**src/grouped_fifo_queue_manager_assert.svh**
```systemverilog
// Assertion macros shared by the queue manager modules.
`ifndef GROUPED_FIFO_QUEUE_MANAGER_ASSERT_SVH
`define GROUPED_FIFO_QUEUE_MANAGER_ASSERT_SVH

// A condition that must hold at every clock edge outside reset.
`define GFQM_ASSERT_HOLD(lbl, cond, msg) \
   lbl: assert property (@(posedge clock) disable iff (reset) (cond)) else $error(msg);

// A condition that must hold in the cycle after a trigger.
`define GFQM_ASSERT_NEXT(lbl, ante, cons, msg) \
   lbl: assert property (@(posedge clock) disable iff (reset) (ante) |=> (cons)) \
      else $error(msg);

`endif

```
**src/gfqm_pkg.sv**
```systemverilog
`default_nettype none
package gfqm_pkg;

   // Fixed field widths and table sizes.
   localparam int ELEM_W        = 12;
   localparam int GROUP_W       = 8;
   localparam int ELEMENT_IDS   = 4096;
   localparam int MAX_GROUPS    = 256;
   localparam int NODE_CAPACITY = 1024;

   // Operation codes of a request.
   localparam logic [1:0] MODE_ASSIGN  = 2'd0;
   localparam logic [1:0] MODE_ENQUEUE = 2'd1;
   localparam logic [1:0] MODE_DEQUEUE = 2'd2;
   localparam logic [1:0] MODE_CLEAR   = 2'd3;

   // Status codes of a response.
   localparam logic [1:0] STAT_DONE     = 2'd0;
   localparam logic [1:0] STAT_DEQUEUED = 2'd1;
   localparam logic [1:0] STAT_EMPTY    = 2'd2;
   localparam logic [1:0] STAT_FULL     = 2'd3;

   // Commands from the controller to the datapath.
   typedef struct packed {
      logic       accept;
      logic       init_step;
      logic       asn_write;
      logic       clear_q;
      logic       enq_look;
      logic       enq_link;
      logic       enq_fix;
      logic       deq_check;
      logic       deq_head;
      logic       deq_node;
      logic       deq_pop;
      logic       respond;
      logic [1:0] rsp_code;
   } cmd_type;

   // Status from the datapath to the controller.
   typedef struct packed {
      logic init_last;
      logic full;
      logic order_empty;
      logic link_needed;
   } stat_type;

endpackage
`default_nettype wire

```
**src/gfqm_ctrl.sv**
```systemverilog
`default_nettype none
module gfqm_ctrl (
   input  wire                  clock,
   input  wire                  reset,
   input  wire                  start,
   input  wire [1:0]            req_mode,
   input  wire gfqm_pkg::stat_type stat,
   output logic                 busy,
   output gfqm_pkg::cmd_type    cmd
);

   localparam logic [3:0] S_INIT      = 4'd0;
   localparam logic [3:0] S_IDLE      = 4'd1;
   localparam logic [3:0] S_ASSIGN    = 4'd2;
   localparam logic [3:0] S_CLEAR     = 4'd3;
   localparam logic [3:0] S_ENQ_LOOK  = 4'd4;
   localparam logic [3:0] S_ENQ_LINK  = 4'd5;
   localparam logic [3:0] S_ENQ_FIX   = 4'd6;
   localparam logic [3:0] S_DEQ_CHECK = 4'd7;
   localparam logic [3:0] S_DEQ_HEAD  = 4'd8;
   localparam logic [3:0] S_DEQ_NODE  = 4'd9;
   localparam logic [3:0] S_DEQ_POP   = 4'd10;

   logic [3:0] state_ff;
   logic [3:0] state_in;

   assign busy = (state_ff != S_IDLE);

   // Next state and command decode.
   always_comb begin
      state_in = state_ff;
      cmd      = '0;
      unique case (state_ff)
         S_INIT: begin
            cmd.init_step = 1'b1;
            if (stat.init_last) begin
               state_in = S_IDLE;
            end
         end
         S_IDLE: begin
            if (start) begin
               cmd.accept = 1'b1;
               unique case (req_mode)
                  gfqm_pkg::MODE_ASSIGN:  state_in = S_ASSIGN;
                  gfqm_pkg::MODE_ENQUEUE: state_in = S_ENQ_LOOK;
                  gfqm_pkg::MODE_DEQUEUE: state_in = S_DEQ_CHECK;
                  default:                state_in = S_CLEAR;
               endcase
            end
         end
         S_ASSIGN: begin
            cmd.asn_write = 1'b1;
            cmd.respond   = 1'b1;
            cmd.rsp_code  = gfqm_pkg::STAT_DONE;
            state_in      = S_IDLE;
         end
         S_CLEAR: begin
            cmd.clear_q  = 1'b1;
            cmd.respond  = 1'b1;
            cmd.rsp_code = gfqm_pkg::STAT_DONE;
            state_in     = S_IDLE;
         end
         S_ENQ_LOOK: begin
            if (stat.full) begin
               cmd.respond  = 1'b1;
               cmd.rsp_code = gfqm_pkg::STAT_FULL;
               state_in     = S_IDLE;
            end else begin
               cmd.enq_look = 1'b1;
               state_in     = S_ENQ_LINK;
            end
         end
         S_ENQ_LINK: begin
            cmd.enq_link = 1'b1;
            if (stat.link_needed) begin
               state_in = S_ENQ_FIX;
            end else begin
               cmd.respond  = 1'b1;
               cmd.rsp_code = gfqm_pkg::STAT_DONE;
               state_in     = S_IDLE;
            end
         end
         S_ENQ_FIX: begin
            cmd.enq_fix  = 1'b1;
            cmd.respond  = 1'b1;
            cmd.rsp_code = gfqm_pkg::STAT_DONE;
            state_in     = S_IDLE;
         end
         S_DEQ_CHECK: begin
            if (stat.order_empty) begin
               cmd.respond  = 1'b1;
               cmd.rsp_code = gfqm_pkg::STAT_EMPTY;
               state_in     = S_IDLE;
            end else begin
               cmd.deq_check = 1'b1;
               state_in      = S_DEQ_HEAD;
            end
         end
         S_DEQ_HEAD: begin
            cmd.deq_head = 1'b1;
            state_in     = S_DEQ_NODE;
         end
         S_DEQ_NODE: begin
            cmd.deq_node = 1'b1;
            state_in     = S_DEQ_POP;
         end
         S_DEQ_POP: begin
            cmd.deq_pop  = 1'b1;
            cmd.respond  = 1'b1;
            cmd.rsp_code = gfqm_pkg::STAT_DEQUEUED;
            state_in     = S_IDLE;
         end
         default: begin
            state_in = S_IDLE;
         end
      endcase
   end

   // State register.
   always_ff @(posedge clock) begin
      if (reset) begin
         state_ff <= S_INIT;
      end else begin
         state_ff <= state_in;
      end
   end

`include "grouped_fifo_queue_manager_assert.svh"

   // An accepted transaction always leaves the idle state.
   `GFQM_ASSERT_NEXT(a_accept_busy, start && !busy, state_ff != S_IDLE, "accept not taken")
   // Every response ends the operation.
   `GFQM_ASSERT_NEXT(a_respond_idle, cmd.respond, state_ff == S_IDLE, "respond without idle")
   // The clearing sweep never overlaps a response.
   `GFQM_ASSERT_HOLD(a_init_quiet, !(cmd.init_step && cmd.respond), "respond during sweep")

endmodule
`default_nettype wire

```
**config.mk**
```make
export PLATFORM = sky130hd
export DESIGN_NAME = gfqm_ctrl
export DESIGN_NICKNAME = d
export VERILOG_FILES = /design/src/gfqm_pkg.sv /design/src/gfqm_ctrl.sv
export VERILOG_INCLUDE_DIRS = /design/src /design/src/src
export SDC_FILE = /design/constraint.sdc
export NUM_CORES = 1
export LEC_CHECK = 0
export BUFFER_PORTS_ARGS = -buffer_cell sky130_fd_sc_hd__buf_4
export CORE_AREA = 2 2 39 41
export DETAILED_ROUTE_END_ITERATION = 7
export DIE_AREA = 0 0 41 43
export HOLD_SLACK_MARGIN = 0.05
export PLACE_DENSITY = 0.64
export RECOVER_POWER = 25
export SLEW_MARGIN = 20
export SYNTH_ARGS = -nofsm -noshare
export SYNTH_HDL_FRONTEND = slang
export SYNTH_SLANG_ARGS = --single-unit
```
**constraint.sdc**
```tcl
create_clock -name clock -period 1.3 [get_ports clock]
set_input_delay 0.065 -clock clock [delete_from_list [all_inputs] [get_ports clock]]
set_output_delay 0.065 -clock clock [all_outputs]
set_load 0.02 [all_outputs]
```
=== Word-level counts from Yosys, hierarchy flattened ===
Index checks and enable logic that the tools add are counted.

* Bits in registers: 4
* Bits in latches: 0
* Memory bits (writable): 0
* Memory bits (read-only): 0
* Output and inout bits: 15
* Memories kept: 0

* $add $sub $neg: 0
* Multipliers: 0
* Div/mod/pow operators: 0
* Order comparisons: 0
* Equal/unequal tests: 15
* Shift-type cells: 0
* Mux-type cells: 25
* Bitwise logic cells: 0
* Reduce and logical (&&, ||, !) cells: 4

{| class="wikitable"
|+ Operators by type and width
! kind !! count
|-
| 4-bit one-hot mux with 7 select lines || 1
|-
| 4-bit by 3-bit == test with 1-bit output (second input constant) || 4
|-
| 3-bit two-way mux || 5
|-
| 3-bit one-hot mux with 5 select lines || 1
|-
| 1-bit two-way mux || 14
|-
| 4-bit == test (second input constant) || 3
|-
| 4-bit two-way mux || 3
|-
| 3-bit one-hot mux with 3 select lines || 1
|-
| 4-bit by 2-bit == test with 1-bit output (second input constant) || 2
|-
| 4-bit by 1-bit == test with 1-bit output (second input constant) || 1
|-
| 4-bit logical NOT || 1
|-
| 2-bit inequality test (second input constant) || 2
|-
| 4-bit by 1-bit inequality test with 1-bit output (second input constant) || 1
|-
| 3-bit OR reduction || 1
|-
| 2-bit by 1-bit == test with 1-bit output (second input constant) || 1
|-
| 2-bit == test (second input constant) || 1
|-
| 2-bit logical NOT || 1
|-
| 2-bit AND reduction || 1
|}

=== Depth between registers and ports, before layout ===
Gate-level depths: netlist (run 1).

* Depth after elaboration: 4
* Mapped depth: 6
* Depth with buffers taken out: 6

=== Worst setup path before layout (run 1) ===
OpenSTA, ideal clock, no wires.

* Kind: reg2reg
* From: reg state_ff[2]
* To: reg state_ff[0]
* Library setup time: 0.133 ns
* Arrival: 1.520 ns
* Required time: 1.167 ns
* Setup slack: -0.353 ns
* Cell stages (with the launch flop): 5
* Buffers on the path: 1
* Clock period less this slack: 1.653 ns
* Path through: dfxtp_1 > buf_4 > nor4_1 > nor2b_1 > a311oi_2

* Word-level cells in the longest chain between the ends: 3

{| class="wikitable"
|+ RTL lines
! what !! line !! text
|-
| start, declared || gfqm_ctrl.sv:24 || <nowiki>logic [3:0] state_ff;</nowiki>
|-
| start signal, assigned || gfqm_ctrl.sv:124 || <nowiki>state_ff <= state_in;</nowiki>
|-
| 4-bit by 1-bit == test with 1-bit output / 4-bit logical NOT (equally long branches) || gfqm_ctrl.sv:33 || <nowiki>unique case (state_ff)</nowiki>
|-
| 2-bit inequality test (no line) || n/a ||
|-
| 2-bit AND reduction (no line) || n/a ||
|}

Parallel ways exist; a longest one is shown, timed or not.
A chain may end at the register's enable or synchronous reset.

==> results of run 1 <==
## worst paths after layout
kind         slack (ps)                  endpoint  depth (start not counted)                startpoint
max                -110                    cmd[2]                          4  state_ff[2]$_SDFFE_PP0P_
min                 140  state_ff[0]$_SDFFE_PP0P_                          3                   stat[3]
max reg2reg          10  state_ff[0]$_SDFFE_PP0P_                          4  state_ff[1]$_SDFFE_PP0P_
min reg2reg         700  state_ff[0]$_SDFFE_PP0P_                          3  state_ff[1]$_SDFFE_PP0P_
## critical path: cells and delay by family, from the launching register on
| kind | cells | cell delay [ps] |
|---|---|---|
| flops | 1 | 350 |
| compound gates | 1 | 360 |
| simple gates | 1 | 140 |
| buf+inv | 2 | 270 |
## routing by layer
metal	share of wire, %	routed length (µm)	GRT usage (%)	vias up
met1	43	720	23.49	306
li1	-	-	-	317
met2	53	890	32.19	20
met3	4.2	71	8.377	2
met5	0	0	0	-
met4	0.53	9	3.333	0
## cells by family (layout without fill, tap and decap cells)
logic type               Yosys count  after routing
AND/OR/NAND/NOR                   31             31
AO/OA/AOI/OAI                     16             16
buffers and inverters              9             55
flip-flops                         4              4
adder cells (fa/ha/maj)            3              3
## layout make-up
| type | count | area [µm²] | area share, % |
|---|---|---|---|
| multi-input cells | 50 | 484.2 | 45.53 |
| repair buffers | 47 | 422.9 | 39.76 |
| flip-flops and latches | 4 | 95.09 | 8.941 |
| clock buffers | 3 | 22.52 | 2.118 |
| well taps | 16 | 20.02 | 1.882 |
| inverters | 5 | 18.77 | 1.765 |
## report_power, final
part	switching (µW)	total [µW]	internal (µW)	leakage (µW)
clock network	54.9	158	104	0.0000138
logic	90.5	204	113	0.000439
registers	7.22	129	122	0.0000355
## cell usage after synthesis, drive strengths merged (2+ instances only)
| cell | count |
|---|---|
| ha | 3 |
| buf | 4 |
| nand2b | 3 |
| o21ai | 2 |
| nor4 | 2 |
| inv | 5 |
| a21oi | 3 |
| nand2 | 4 |
| nor3 | 5 |
| a31oi | 2 |
| nor2b | 5 |
| nor2 | 9 |
| dfxtp | 4 |
## through the flow
step,cell area [µm²],TNS [ps],total power [µW]
finish,1064,-386.5,491.4
global route,1064,-874.6,527.7
CTS,879.6,-382.7,443.5
detailed placement,794.5,-119.1,284.9
global placement,794.5,-174.0,283.6
floorplan,529.3,-89.63,218.0
## repair_timing
item | CTS | global route
endpoints found under the setup margin | 18 | 14
setup buffers | 2 | 8
hold endpoints to repair | 2 | 0
pin swaps | 3 | 11
hold buffers | 1 | 0
gates cloned | 0 | 0
resized for setup | 14 | 35
==> metrics.cfg, run 1 <==
[timing]
finalClockSkew_ps=13.17
fin_crit_sh_pct=108.8
worst_slack_ps=-113.8
hold_ws_ps=141.0
min_period_ps=1414
relSlewSlack_pct=82.96
setup_viol=6
worst_pin_slew_ps=252.9
slew_viol_final=0
rsz0062_at_grt=yes
hold_viol=0
fmax_ghz=0.7073

[critical_path]
critPathMaxFanout=5
crit_chain=nor2b_4, buf_4, a311o_1, buf_6
cp_slowest_cell=a311o_1
max_stage_delay_ps=360
cp-start-kind=flip-flop
crit_path_end_kind=output pin
cp.required_ps=1240
cp.arrival_ps=1350
critPathKind=reg -> out

[cells_and_area]
post-route-util_pct=76.85
layout_common_cells=buf_4, buf_6, nor2_1
n_antenna_cell=0
reg.largest.list=state_ff: 4 flops
drive_gt1_share_pct=72.48
top_register=state_ff
fill_cells=99
syn2layout_area_growth_pct=116.8
fin_cells=125
fin_nets=123
layout_commonest_cell=buf_4
largest_reg_flops=4

[cts]
cts_max_level=1
clk_pin_slew_ps=50
clock-sinks=4
cts_buffer_depth=2
cts_tree=built
clk_latency_ps=240
cts_buffers=3
cts_root_buf=clkbuf_4

[power]
power_density_mw_per_mm2=462.1
power_leakage_uw=0.0004879
ir_drop_mv=0.7884

[yosys]
synth_xor_xnor_area_share_pct=0
async_flop_share_pct=0
synth.area.top_cells=dfxtp_1, ha_1, nor2b_1, nor2_1, a2111oi_4
synthMuxAreaShare_pct=0
ys.flop_type=dfxtp_1
synth_fa_ha_area_share_pct=7.653
synth-simple-area-share_pct=36.73
synth_warnings=0
synth_top_area_cell=dfxtp_1
synth_top_family_by_area=simple AND/OR/NAND/NOR gates
avgSynthCellArea_um2=7.785
synth_edf_count=0
synth_nets=75
syn-cell-area_um2=490.5
synth.top_cell.area_share_pct=16.33
ys_types=30
synth-compound-area-share_pct=29.59
postSynthCellCount=63
ys_seq_elements=4
yosysSeqAreaShare_pct=16.33

[drt]
vias=645
viasPerCell=5.160
firstDrtPassIters=2
ant_nets=0
drt-total-wl_mm=1.691
wire_per_inst_um=13.53
drt_iter0_drc=9
drc_errors=0

[place]
port_buffers=23
gp_congestion=0.8335
post-dp-hpwl_mm=1.143
post-place-ws_ps=-60.79
dpl.cell_count=112

[floorplan]
die_area_mm2=0.001763
die_x_um=41
io_pins=24
row_count=14
initial_core_util_pct=35.44
fp.coreArea_mm2=0.001384
die_height_um=43

[global_route]
overflow=0
grt_pass1_vias=565
antenna_found_initial=0
grt_usage_pct=19.80
grt_pass1_wl_mm=2.415
grt_max_degree=8

[run]
maxCapViolCount=0

[run_status]
violations=negative setup slack
outcome=finished with violations

[min_path]
hold_class=in -> reg

Power figures use the tool's default switching activity.
==> run 2: changes to the inputs <==
Settings changed: ABC_AREA set to 1, PLACE_DENSITY 0.64 to 0.63.
==> run 2 against run 1 <==
The run still ends with negative setup slack left; first-iteration DRC count shrank 33%; cell area shrank 26%; total power grew 19%; largest cell class unchanged; highest routed layer unchanged.
==> metrics.cfg, run 2 <==
[run_status]
outcome=finished with violations
violations=negative setup slack

[timing]
rsz0062_at_grt=yes
min_period_ps=1344  ; -69.63 ps
fmax_ghz=0.7440  ; +5.2%
hold_viol=0  ; unchanged
worst_pin_slew_ps=288.9  ; +36.03 ps
slew_viol_final=0  ; unchanged
setup_viol=6  ; unchanged
finalClockSkew_ps=4.388  ; -8.781 ps
fin_crit_sh_pct=103.4  ; -5.4 points
hold_ws_ps=181.9  ; +40.96 ps
relSlewSlack_pct=80.72  ; -2.2 points
worst_slack_ps=-44.13  ; +69.63 ps

[cts]
cts_buffer_depth=2  ; unchanged
cts_max_level=1  ; unchanged
clock-sinks=4  ; unchanged
clk_pin_slew_ps=30  ; -20 ps
clk_latency_ps=230  ; about the same
cts_root_buf=clkbuf_4
cts_tree=built
cts_buffers=3  ; unchanged

[global_route]
grt_usage_pct=17.27  ; -2.5 points
grt_pass1_wl_mm=2.049  ; -15%
overflow=0  ; unchanged
grt_max_degree=7  ; -1
antenna_found_initial=0  ; unchanged
grt_pass1_vias=495  ; -12%

[place]
gp_congestion=0.8170  ; -2.0%
port_buffers=23  ; unchanged
dpl_cell_area_um2=649.4  ; -18%
post-dp-hpwl_um=957.8  ; -16%
post-place-ws_ps=15.12  ; +75.91 ps

[floorplan]
row_count=14  ; unchanged
die_area_mm2=0.001763  ; unchanged
initial_core_util_pct=33.82  ; -1.6 points
die_x_um=41  ; unchanged
die_height_um=43  ; unchanged
io_pins=24  ; unchanged
fp.coreArea_mm2=0.001384  ; unchanged

[yosys]
synth.top_cell.area_share_pct=17.11  ; +0.79 points
netlist_top_cells_count=nand2_1, inv_1, nor2_1
ys_seq_elements=4  ; unchanged
synth_warnings=0  ; unchanged
async_flop_share_pct=0  ; unchanged
ys.flop_type=dfxtp_1
yosys.cell_count.top_type=nand2_1
synth_nets=94  ; +25%
postSynthCellCount=82  ; +30%
ys_types=17  ; -43%
syn-cell-area_um2=467.9  ; -4.6%
avgSynthCellArea_um2=5.707  ; -27%
synth.area.top_cells=dfxtp_1, nand2_1, inv_1, nor2_1, ha_1
synth_top_area_cell=dfxtp_1
yosysSeqAreaShare_pct=17.11  ; +0.79 points
synth_edf_count=0  ; unchanged

[power]
p_clk_share_pct=25.7  ; -6.5 points
switching_share_pct=38.66  ; +7.6 points
power_leakage_uw=0.0004730  ; -3.0%
power_density_mw_per_mm2=745.7  ; +61%
p_total_uw=583.1  ; +19%
ir_drop_mv=0.4204  ; -47%
p_comb_share_pct=47.0  ; +5.6 points
net-switching-power_uw=225.4  ; +48%
seq_power_share_pct=27.3  ; +1.0 points
p_int_uw=357.7  ; +5.6%

[critical_path]
crit_chain=nor2_2, inv_1, nor3_1, buf_4
max_stage_delay_ps=350  ; about the same
path_buf_inv=2  ; unchanged
cp.arrival_ps=1280  ; -70 ps
cp.required_ps=1240  ; about the same
critPathMaxFanout=6  ; +1
cp-start-kind=flip-flop
cpLargestDelayFamily=simple AND/OR/NAND/NOR gates
critPathKind=reg -> out
cp_slowest_cell=dfxtp_4
crit_path_end_kind=output pin

[cells_and_area]
n_antenna_cell=0  ; unchanged
reg.largest.list=state_ff: 4 flops
drive_gt1_share_pct=50.00  ; -22 points
fin_nets=126  ; +2.4%
syn2layout_area_growth_pct=67.11
design_area_um2=782.0  ; -26%
post-route-util_pct=56.51  ; -20 points
layout_commonest_cell=buf_4
top_register=state_ff
largest_reg_flops=4  ; unchanged
layout_common_cells=buf_4, inv_1, nand2_1

[drt]
drc_errors=0  ; unchanged
vias=581  ; -9.9%
drt_iter0_drc=6  ; -3
drt-total-wl_mm=1.320  ; -22%
firstDrtPassIters=4  ; +2
viasPerCell=4.539  ; -12%
ant_nets=0  ; unchanged
wire_per_inst_um=10.31  ; -24%

[run]
maxCapViolCount=0  ; unchanged

[min_path]
hold_class=in -> reg

run 2: cell count changes in the layout (fill, tap and decap cells not counted), moves of 3 or more:
cell	delta
nand2_1	+13
buf_6	-12
inv_1	+11
buf_4	-5
nor2_1	+5
nand2_2	+4
nor2b_4	-4
inv_2	+3
nand2b_4	-3
nand3_1	+3
nand3_2	+3
nor2_2	+3
nor3_2	-3
run 2: cells by family after synthesis:
kind of cell,synth area share (%)
fa+ha+maj,8.022
compound gates,4.812
flops,17.11
buf+inv,17.65
simple gates,52.41
run 2: through the flow:
stage / setup TNS (ps) / std cells
3_5_place_dp: 0 / 120
5_1_grt: -785.0 / 128
2_1_floorplan: 0 / 82
4_1_cts: -49.31 / 127
6_report: -154.8 / 128
3_3_place_gp: 0 / 120
run 2: final timing paths:
| kind | from | to | slack [ps] | cells past startpoint |
|---|---|---|---|---|
| setup / recovery | state_ff[2]$_SDFFE_PP0P_ | cmd[12] | -40 | 4 |
| setup reg to reg | state_ff[2]$_SDFFE_PP0P_ | state_ff[2]$_SDFFE_PP0P_ | 40 | 8 |
| hold / removal | stat[1] | state_ff[3]$_SDFFE_PP0P_ | 180 | 3 |
| hold reg to reg | state_ff[2]$_SDFFE_PP0P_ | state_ff[3]$_SDFFE_PP0P_ | 630 | 3 |
run 2: final cells by class:
| cell class | instances | area [µm²] |
|---|---|---|
| fillers | 146 | 601.8 |
| clock buffers | 3 | 22.52 |
| well taps | 16 | 20.02 |
| flip-flops and latches | 4 | 92.59 |
| inverters | 19 | 71.32 |
| multi-input cells | 58 | 355.3 |
| repair buffers | 28 | 220.2 |
run 2: worst register-to-register path: cells and delay by family, from the launching register on:
kind	cells	cell delay, ps
and+or+nand+nor	6	660
DFF	1	360
buffers and inverters	2	190
run 2: power by group through the flow:
stage                     clock (µW)  sequential, µW  combinational [µW]
final                            150             159                 274
after global placement             0             152                 232
after CTS                        157             158                 250
after global routing             174             159                 300
after floorplan                    0             144                 159
after detailed placement           0             152                 233
run 2: layer usage:
metal | track usage [%] | vias to the layer above | part of all wire (%)
met4 | 8.000 | 0 | 1.1
met1 | 21.54 | 257 | 42
li1 | - | 307 | -
met3 | 3.141 | 2 | 3.6
met5 | 0 | - | 0
met2 | 27.19 | 15 | 53
run 2: what timing repair did:
item	CTS	global route
hold buffers	1	0
setup buffers	3	1
endpoints found under the hold margin	3	0
setup endpoints to repair	8	12
cloned	0	0
resized for setup	14	10
pin swaps	0	4
